`src/rtl/core/psl_pkg.sv`:
```
`default_nettype none
package psl_pkg;

   localparam int CAPACITY   = 256;
   localparam int DATA_W     = 32;
   localparam int POS_W      = 9;
   localparam int COUNT_W    = 9;
   localparam int KIND_W     = 3;
   localparam int STATUS_W   = 2;
   localparam int IDX_W      = $clog2(CAPACITY);
   localparam int GROUP      = 16;
   localparam int GSEL_W     = $clog2(GROUP);
   localparam int NUM_GROUPS = CAPACITY / GROUP;
   localparam int GHI_W      = (NUM_GROUPS > 1) ? $clog2(NUM_GROUPS) : 1;
   localparam int REQ_W      = 48;
   localparam int RSP_W      = 48;

   typedef logic [DATA_W-1:0] word_type;

   typedef enum logic [KIND_W-1:0] {
      K_INSERT = 3'd0,
      K_REMOVE = 3'd1,
      K_READ   = 3'd2,
      K_WRITE  = 3'd3,
      K_CLEAR  = 3'd4
   } kind_type;

   typedef enum logic [STATUS_W-1:0] {
      ST_OK    = 2'd0,
      ST_RANGE = 2'd1,
      ST_FULL  = 2'd2
   } status_type;

   typedef enum logic {
      S_IDLE,
      S_EXEC
   } state_type;

   // broadcast to every cell of the chain
   typedef struct packed {
      logic             shift_up;
      logic             shift_down;
      logic             load;
      logic [POS_W-1:0] position;
      word_type         value;
   } cell_cmd_type;

endpackage
`default_nettype wire

```
`src/rtl/core/psl_cell.sv`:
```
`default_nettype none
module psl_cell
   import psl_pkg::*;
(
   input  wire logic             clock,
   input  wire cell_cmd_type     cmd,
   input  wire logic [POS_W-1:0] index,
   input  wire word_type         from_below,
   input  wire word_type         from_above,
   output word_type              entry
);

   word_type entry_ff;
   word_type entry_in;

   always_comb begin
      entry_in = entry_ff;
      priority if (cmd.shift_up && (index > cmd.position)) begin
         entry_in = from_below;
      end else if ((cmd.shift_up || cmd.load) && (index == cmd.position)) begin
         entry_in = cmd.value;
      end else if (cmd.shift_down && (index >= cmd.position)) begin
         entry_in = from_above;
      end
   end

   always_ff @(posedge clock) begin
      entry_ff <= entry_in;
   end

   assign entry = entry_ff;

endmodule
`default_nettype wire

```
`config.mk`:
```
export PLATFORM = sky130hd
export DESIGN_NAME = psl_cell
export DESIGN_NICKNAME = d
export VERILOG_FILES = /design/src/rtl/core/psl_pkg.sv /design/src/rtl/core/psl_cell.sv
export SDC_FILE = /design/constraint.sdc
export NUM_CORES = 1
export LEC_CHECK = 0
export ABC_AREA = 1
export BUFFER_PORTS_ARGS = -buffer_cell sky130_fd_sc_hd__buf_2
export CORE_UTILIZATION = 45
export CTS_CLUSTER_SIZE = 16
export DETAILED_ROUTE_END_ITERATION = 10
export GPL_TIMING_DRIVEN = 0
export PLACE_DENSITY_LB_ADDON = 0.05
export SETUP_SLACK_MARGIN = 0.5
export SYNTH_ARGS = -nofsm -noshare
export SYNTH_HDL_FRONTEND = slang
export SYNTH_SLANG_ARGS = --single-unit
```
`constraint.sdc`:
```
create_clock -name clock -period 6.3 [get_ports clock]
set_clock_uncertainty 0.05 [all_clocks]
set_input_delay 1.89 -clock clock [delete_from_list [all_inputs] [get_ports clock]]
set_output_delay 1.89 -clock clock [all_outputs]
set_load 0.02 [all_outputs]
```
=== Word-level counts from Yosys, hierarchy flattened ===
Index checks and enable logic that the tools add are counted.

* Magnitude comparators: 2
* Eq/ne operators: 1
* Muxes and demuxes: 3
* Reduce and logical (&&, ||, !) cells: 5

{| class="wikitable"
|+ Operators with widths
! kind !! count
|-
| 32-bit 2-to-1 mux || 3
|-
| 9-bit equality test || 1
|-
| 9-bit greater-or-equal comparator || 1
|-
| 9-bit > comparator || 1
|-
| 1-bit logical AND || 3
|-
| 3-bit nonzero test || 1
|-
| 1-bit logical OR || 1
|}

* Bits in registers: 32
* Input port bits: 118
* Output and inout port bits: 32
* Word-level logic and storage cells: 12

=== Logic depth before layout (Yosys ltp) ===
Gate-level depths: netlist of the first run.

* Word-level depth: 5
* Mapped depth: 12
* Mapped depth without buffers: 11

=== Worst setup path after synthesis of the first run ===
OpenSTA, ideal clock, no wires.

* Path kind: input port to flip-flop
* Start: input cmd[38] in the netlist's numbering
* End: register entry_ff[0], in the netlist entry[0], enable pin
* Setup time: 389 ps
* Arrival: 3581 ps
* Data required time: 5861 ps
* Slack: 2280 ps
* Stages: 9
* Path buffers: 1
* Cell sequence: inv_1 -> ha_1 -> nand2_1 -> nor2_2 -> nand3_4 -> clkinv_2 -> buf_6 -> a21oi_1 -> nand2_1

* Word-level cells in the longest chain between the ends: 3
* Elaborated cells on any way between the ends: 7
* Classes of those cells: order compare (2); eq/ne (1); reduce/logical (4)

{| class="wikitable"
|+ Ends and longest elaborated chain
! element !! RTL line !! RTL
|-
| start: declaration || psl_cell.sv:6 || <nowiki>input wire cell_cmd_type cmd,</nowiki>
|-
| 9-bit > comparator, or another cell as far along || psl_cell.sv:18 || <nowiki>priority if (cmd.shift_up && (index > cmd.position)) begin</nowiki>
|-
| 1-bit logical AND (on tied branches) || psl_cell.sv:18, psl_cell.sv:20, psl_cell.sv:22 ||
|-
| 3-bit nonzero test (no line) * || n/a ||
|-
| end signal: assignment || psl_cell.sv:28 || <nowiki>entry_ff <= entry_in;</nowiki>
|-
| end: declaration || psl_cell.sv:13 || <nowiki>word_type entry_ff;</nowiki>
|}

Every way passes the cells marked *; elsewhere a longest branch is shown, timed or not.
A chain may end at the register's enable or synchronous reset.

=== Worst setup path after layout of the first run ===
* Start: input cmd[37] in the netlist's numbering
* End: register entry_ff[5], in the netlist entry[5], enable pin

The elaborated chain is that of the path after synthesis.

==> results of run 1 <==
[cells by family after synthesis]
| logic type | after synthesis |
|---|---|
| DFF | 32 |
| adders and majority gates | 9 |
| buffers and inverters | 30 |
| and+or+nand+nor | 218 |
| AOI/OAI and AO/OA | 5 |
[worst max-delay path, cell delays in order]
cell and delay (ps):
buf_2 80, inv_1 40, ha_1 280, nand2_1 80, nor2_2 210, nand3_4 130, clkinv_2 120, buf_6 180
a21oi_1 50, nand2_1 980
[per-layer routing]
metal,part of all wire (%),global-route usage [%],up-vias
met5,0,0,-
met4,1.2,6.536,0
met3,7.6,5.626,6
met2,52,41.93,101
met1,39,23.77,1036
li1,-,-,1254
[Yosys cell counts (3+ instances only)]
cell	n
ha_1	9
a21oi_1	3
nand2_1	166
nand2_2	10
edfxtp_1	32
nor2_1	3
inv_1	14
buf_6	6
buf_2	9
nand3_1	33
[layout make-up]
cell class | count | area, sq um | share of cell area [%]
multi-input cells | 232 | 1065 | 34.26
flip-flops and latches | 32 | 960.9 | 30.92
repair buffers | 149 | 745.7 | 23.99
plain buffers | 15 | 112.6 | 3.623
well taps | 67 | 83.83 | 2.697
clock buffers | 5 | 68.82 | 2.214
inverters | 15 | 57.56 | 1.852
clock inverters | 3 | 13.76 | 0.4428
[where the power goes]
group	internal, uW	switching (uW)	total [uW]
registers	284	9.26	294
clock network	74.8	73.4	148
logic	79.1	131	210
total	438	214	652
[worst paths after layout]
path	startpoint	to	slack, ps
setup / recovery	cmd[37]	entry[5]	2070
hold / removal	from_below[31]	entry[31]	1860
[through the flow]
stage / setup slack (ps) / cells / instance area, sq um / hold slack (ps)
2_1_floorplan: 2280 / 294 / 2196 / 2053
3_3_place_gp: 1758 / 510 / 3025 / 2139
3_5_place_dp: 1744 / 510 / 3025 / 2144
4_1_cts: 2048 / 518 / 3108 / 1851
5_1_grt: 1886 / 518 / 3108 / 1861
6_report: 2073 / 518 / 3108 / 1856
==> metrics.md, run 1 <==
| Metric | Value |
|---|---|
| Vias | `2397` |
| Die area | `5163 sq um` |
| Clk slew on worst S/H paths | `70 ps` |
| Placer congestion estimate | `0.7820` |
| Post-Synth Adder-Cell Area | `5.128%` |
| DP HPWL | `4432 um` |
| RSZ-0062 raised after global routing | `no` |
| Antenna cells | `0` |
| Setup_tns | `0 ps` |
| Yosys reg bits | `32` |
| GRT overflow | `0` |
| Async SR Flop Fraction | `0%` |
| Global-route wire length before repair | `8887 um` |
| Die Span Y | `71.86 um` |
| Largest family of logic cells by synthesized area | `simple AND/OR/NAND/NOR gates` |
| Top cell type's share of synthesized area | `43.76%` |
| Leading register cell type out of synthesis | `edfxtp_1` |
| Via/cell ratio | `4.627` |
| Fill cell count | `446` |
| Initial antenna violation count | `0` |
| Final setup vio count | `0` |
| Post-Synth Simple-Gate Area | `41.94%` |
| IO buf count | `149` |
| PD cells | `209.8 nW/um^2` |
| Fin util | `65.80%` |
| Clock Sinks | `32` |
| Min Tclk post-route | `4227 ps` |
| Total Routing Usage GR | `22.02%` |
| Initial Util | `46.49%` |
| Class of the worst hold path | `in2reg` |
| Mapped Area | `2196 sq um` |
| Setup CP Type | `in2reg` |
| Mux contribution to synthesized area | `0%` |
| Synth unique cells | `19` |
| Post-DR wirelength/cell | `11.06 um` |
| Row cnt | `25` |
| Gate Count Post-Synth | `294` |
| IO Count | `150` |
| Share of cells above drive strength 1 | `41.46%` |
| Initial DRC count | `139` |
| Data arrival, critical path | `4060 ps` |
| Hold buffer count at CTS | `0` |
| Synth Area in Compound Gates | `1.425%` |
| Synthesis Warnings | `0` |
| Synthesized area per cell | `7.469 sq um` |
| Clock buffer depth | `2` |
| Total Power | `652.0 uW` |
| Mapped Nets | `421` |
| WL final | `5729 um` |
| Final Hold Fails | `0` |
| Period utilization | `67.09%` |
| ANT nets after route | `0` |
| Synth Area in XOR/XNOR | `0%` |
| Vias in the first global route | `2131` |
| Layout Nets | `577` |
| Outcome | `complete, no violations` |
| Most frequent cells in the layout | `nand2_1, buf_2, nand3_1` |
| Resized Gates After CTS | `0` |
| Required time of the critical path | `6140 ps` |
| Area growth from synthesis to layout | `41.54%` |
| Commonest non-fill, non-tap cell in the layout | `nand2_1` |
| Clk root buf | `clkbuf_8` |
| Synth area leaders | `edfxtp_1, nand2_1, nand3_1` |
| Area leader, netlist | `edfxtp_1` |
| Largest net degree at the start of global routing | `33` |
| Relative slew slack | `10.53%` |
| Worst Tran Pin Value | `1339 ps` |
| Core Area | `4723 sq um` |
| Leak pwr | `0.001770 uW` |
| CP Capture Type | `register` |
| DRC | `0` |
| Crit Path Max Fanout | `32` |
| EDFF count, synth | `32` |
| Sequential share of the synthesized area | `43.76%` |
| Max_cap viols | `0` |
| Setup crit start kind | `primary input` |
| Max-slew violations | `0` |
| Hold Path Stages | `3` |
| Inserted Clock Buffers | `5` |
| Largest register FFs | `32` |
| Die width | `71.86 um` |
| Post-CTS Setup Repair Bufs | `0` |
| Htree depth | `2` |
| FMAX | `236.6 MHz` |
| First-pass DRT Iterations | `4` |
| VDD IR max | `0.1326 mV` |
| CTS tree | `yes` |
Power figures use the tool's default switching activity.
==> run 2: changes to the inputs <==
Settings changed: CORE_UTILIZATION 45 to 38.
Clock period 6.3 ns to 3.85 ns, I/O delays scaled along.
==> run 2 against run 1 <==
- critical path depth did not move
- combinational power grew 64%
- final cell count is 0.97% higher
- power rose by 74%
- worst hold slack worse by 730 ps
- global-route usage decreased by 1.7 points
- routed wire length up 2.7%
- final area is 1.0% higher
- die area grew 18%
- setup slack worse by 1300 ps
==> metrics.md, run 2 (synthesis results as in run 1) <==
| Metric | Value |
|---|---|
| Outcome | `complete, no violations` |
| Crit-path leading delay family | `simple AND/OR/NAND/NOR gates` |
| Die width | `78.02 um` |
| Commonest non-fill, non-tap cell in the layout | `nand2_1` |
| Clock Sinks | `32` |
| Area growth from synthesis to layout | `43.02%` |
| IO buf count | `149` |
| Post-DR wirelength/cell | `11.25 um` |
| Clk root buf | `clkbuf_8` |
| Via/cell ratio | `4.495` |
| Setup CP Type | `in2reg` |
| Initial antenna violation count | `0` |
| FMAX | `323.8 MHz` |
| Crit-path slowest cell | `nand2_2` |
| Period utilization | `80.22%` |
| Clk slew on worst S/H paths | `70 ps` |
| Class of the worst hold path | `in2reg` |
| WL final | `5885 um` |
| Largest register FFs | `32` |
| Inserted Clock Buffers | `5` |
| Final Hold Fails | `0` |
| Hold buffer count at CTS | `0` |
| Total Routing Usage GR | `20.35%` |
| Min Tclk post-route | `3088 ps` |
| DP HPWL | `4490 um` |
| Initial Util | `39.63%` |
| Initial DRC count | `74` |
| ANT nets after route | `0` |
| Vias | `2351` |
| Fill cell count | `565` |
| Crit-path max cell delay | `590 ps` |
| PD cells | `360.6 nW/um^2` |
| VDD IR max | `0.1594 mV` |
| Row cnt | `27` |
| Htree depth | `2` |
| Fin cells | `523` |
| Crit Path Max Fanout | `32` |
| Clock buffer depth | `2` |
| Relative slew slack | `47.87%` |
| Layout Nets | `577` |
| Worst Tran Pin Value | `779.2 ps` |
| Final setup vio count | `0` |
| Largest net degree at the start of global routing | `33` |
| Die Span Y | `78.02 um` |
| Setup crit start kind | `primary input` |
| Top Metal Used | `met4` |
| Share of cells above drive strength 1 | `41.46%` |
| RSZ-0062 raised after global routing | `no` |
| CP cell instances | `buf_2 > inv_1 > ha_1 > nand2_1 > nor2_2 > nand3_4 > clkinv_2 > buf_6 > a21oi_1 > nand2_2` |
| CTS tree | `yes` |
| Global-route wire length before repair | `9784 um` |
| CP Capture Type | `register` |
| Most frequent cells in the layout | `nand2_1, buf_2, nand3_1` |
| Placed insts | `515` |
| Met2 Routed Length | `2857 um` |
| Max-slew violations | `0` |
| Die area | `6086 sq um` |
| CP bufs+invs | `4` |
| Required time of the critical path | `3710 ps` |
| Met1 wire length | `2472 um` |
| Max_cap viols | `0` |
| Core Area | `5540 sq um` |
| First-pass DRT Iterations | `4` |
| Data arrival, critical path | `2950 ps` |
| Fin util | `56.68%` |
| Leak pwr | `0.001777 uW` |
| Placer congestion estimate | `0.7657` |
| Vias in the first global route | `2260` |
| DRC | `0` |
| Antenna cells | `0` |
| GRT overflow | `0` |
| IO Count | `150` |
| Met3 wire len | `515 um` |
-- run 2: cell types whose count changed in the layout (fill, tap and decap cells not counted), sizes merged --
cell	before	now
bufinv	0	1
clkinv	4	3
-- run 2: worst paths after layout --
| path | from | to | slack, ps | depth (start not counted) |
|---|---|---|---|---|
| setup / recovery | cmd[38] | entry[29] | 760 | 10 |
| hold / removal | from_below[9] | entry[9] | 1120 | 3 |
-- run 2: tightest hold or removal path, delay by kind of cell --
family	cells	cell delay, ps
buffers and inverters	1	80
and+or+nand+nor	2	120
-- run 2: stage by stage --
step	setup slack, ps	hold slack (ps)	power [uW]	TNS (ps)	instance area [sq um]
2_1_floorplan	564.7	1318	688.1	0	2196
3_3_place_gp	16.30	1403	828.7	0	3032
3_5_place_dp	-13.07	1409	834.6	-369.8	3032
4_1_cts	734.7	1114	1145	0	3141
5_1_grt	611.0	1121	1199	0	3141
6_report	761.7	1124	1133	0	3141
-- run 2: layer usage --
metal  up-vias  track usage, %
met5         -               0
met4         0           4.259
met3         4           6.628
met2       103           37.26
met1       993           23.02
li1       1251               -
-- run 2: cell type report --
cell class              count  area (sq um)  share of cell area [%]
plain buffers              15         112.6                   3.586
clock buffers               5         68.82                   2.191
clock inverters             3         37.54                   1.195
inverters                  15         57.56                   1.833
multi-input cells         232          1067                   33.98
flip-flops and latches     32         960.9                   30.60
well taps                  72         90.09                   2.869
repair buffers            149         745.7                   23.75
-- run 2: power breakdown --
group,total (uW),switching [uW],internal (uW)
Sequential,478,13.4,464
Clock,310,122,188
Combinational,345,215,130
-- run 2: repair_timing --
item | 4_1_cts | 5_1_grt
buffers inserted | 0 | 0
gates resized for setup | 1 | 0
endpoints found under the setup margin | 32 | 0
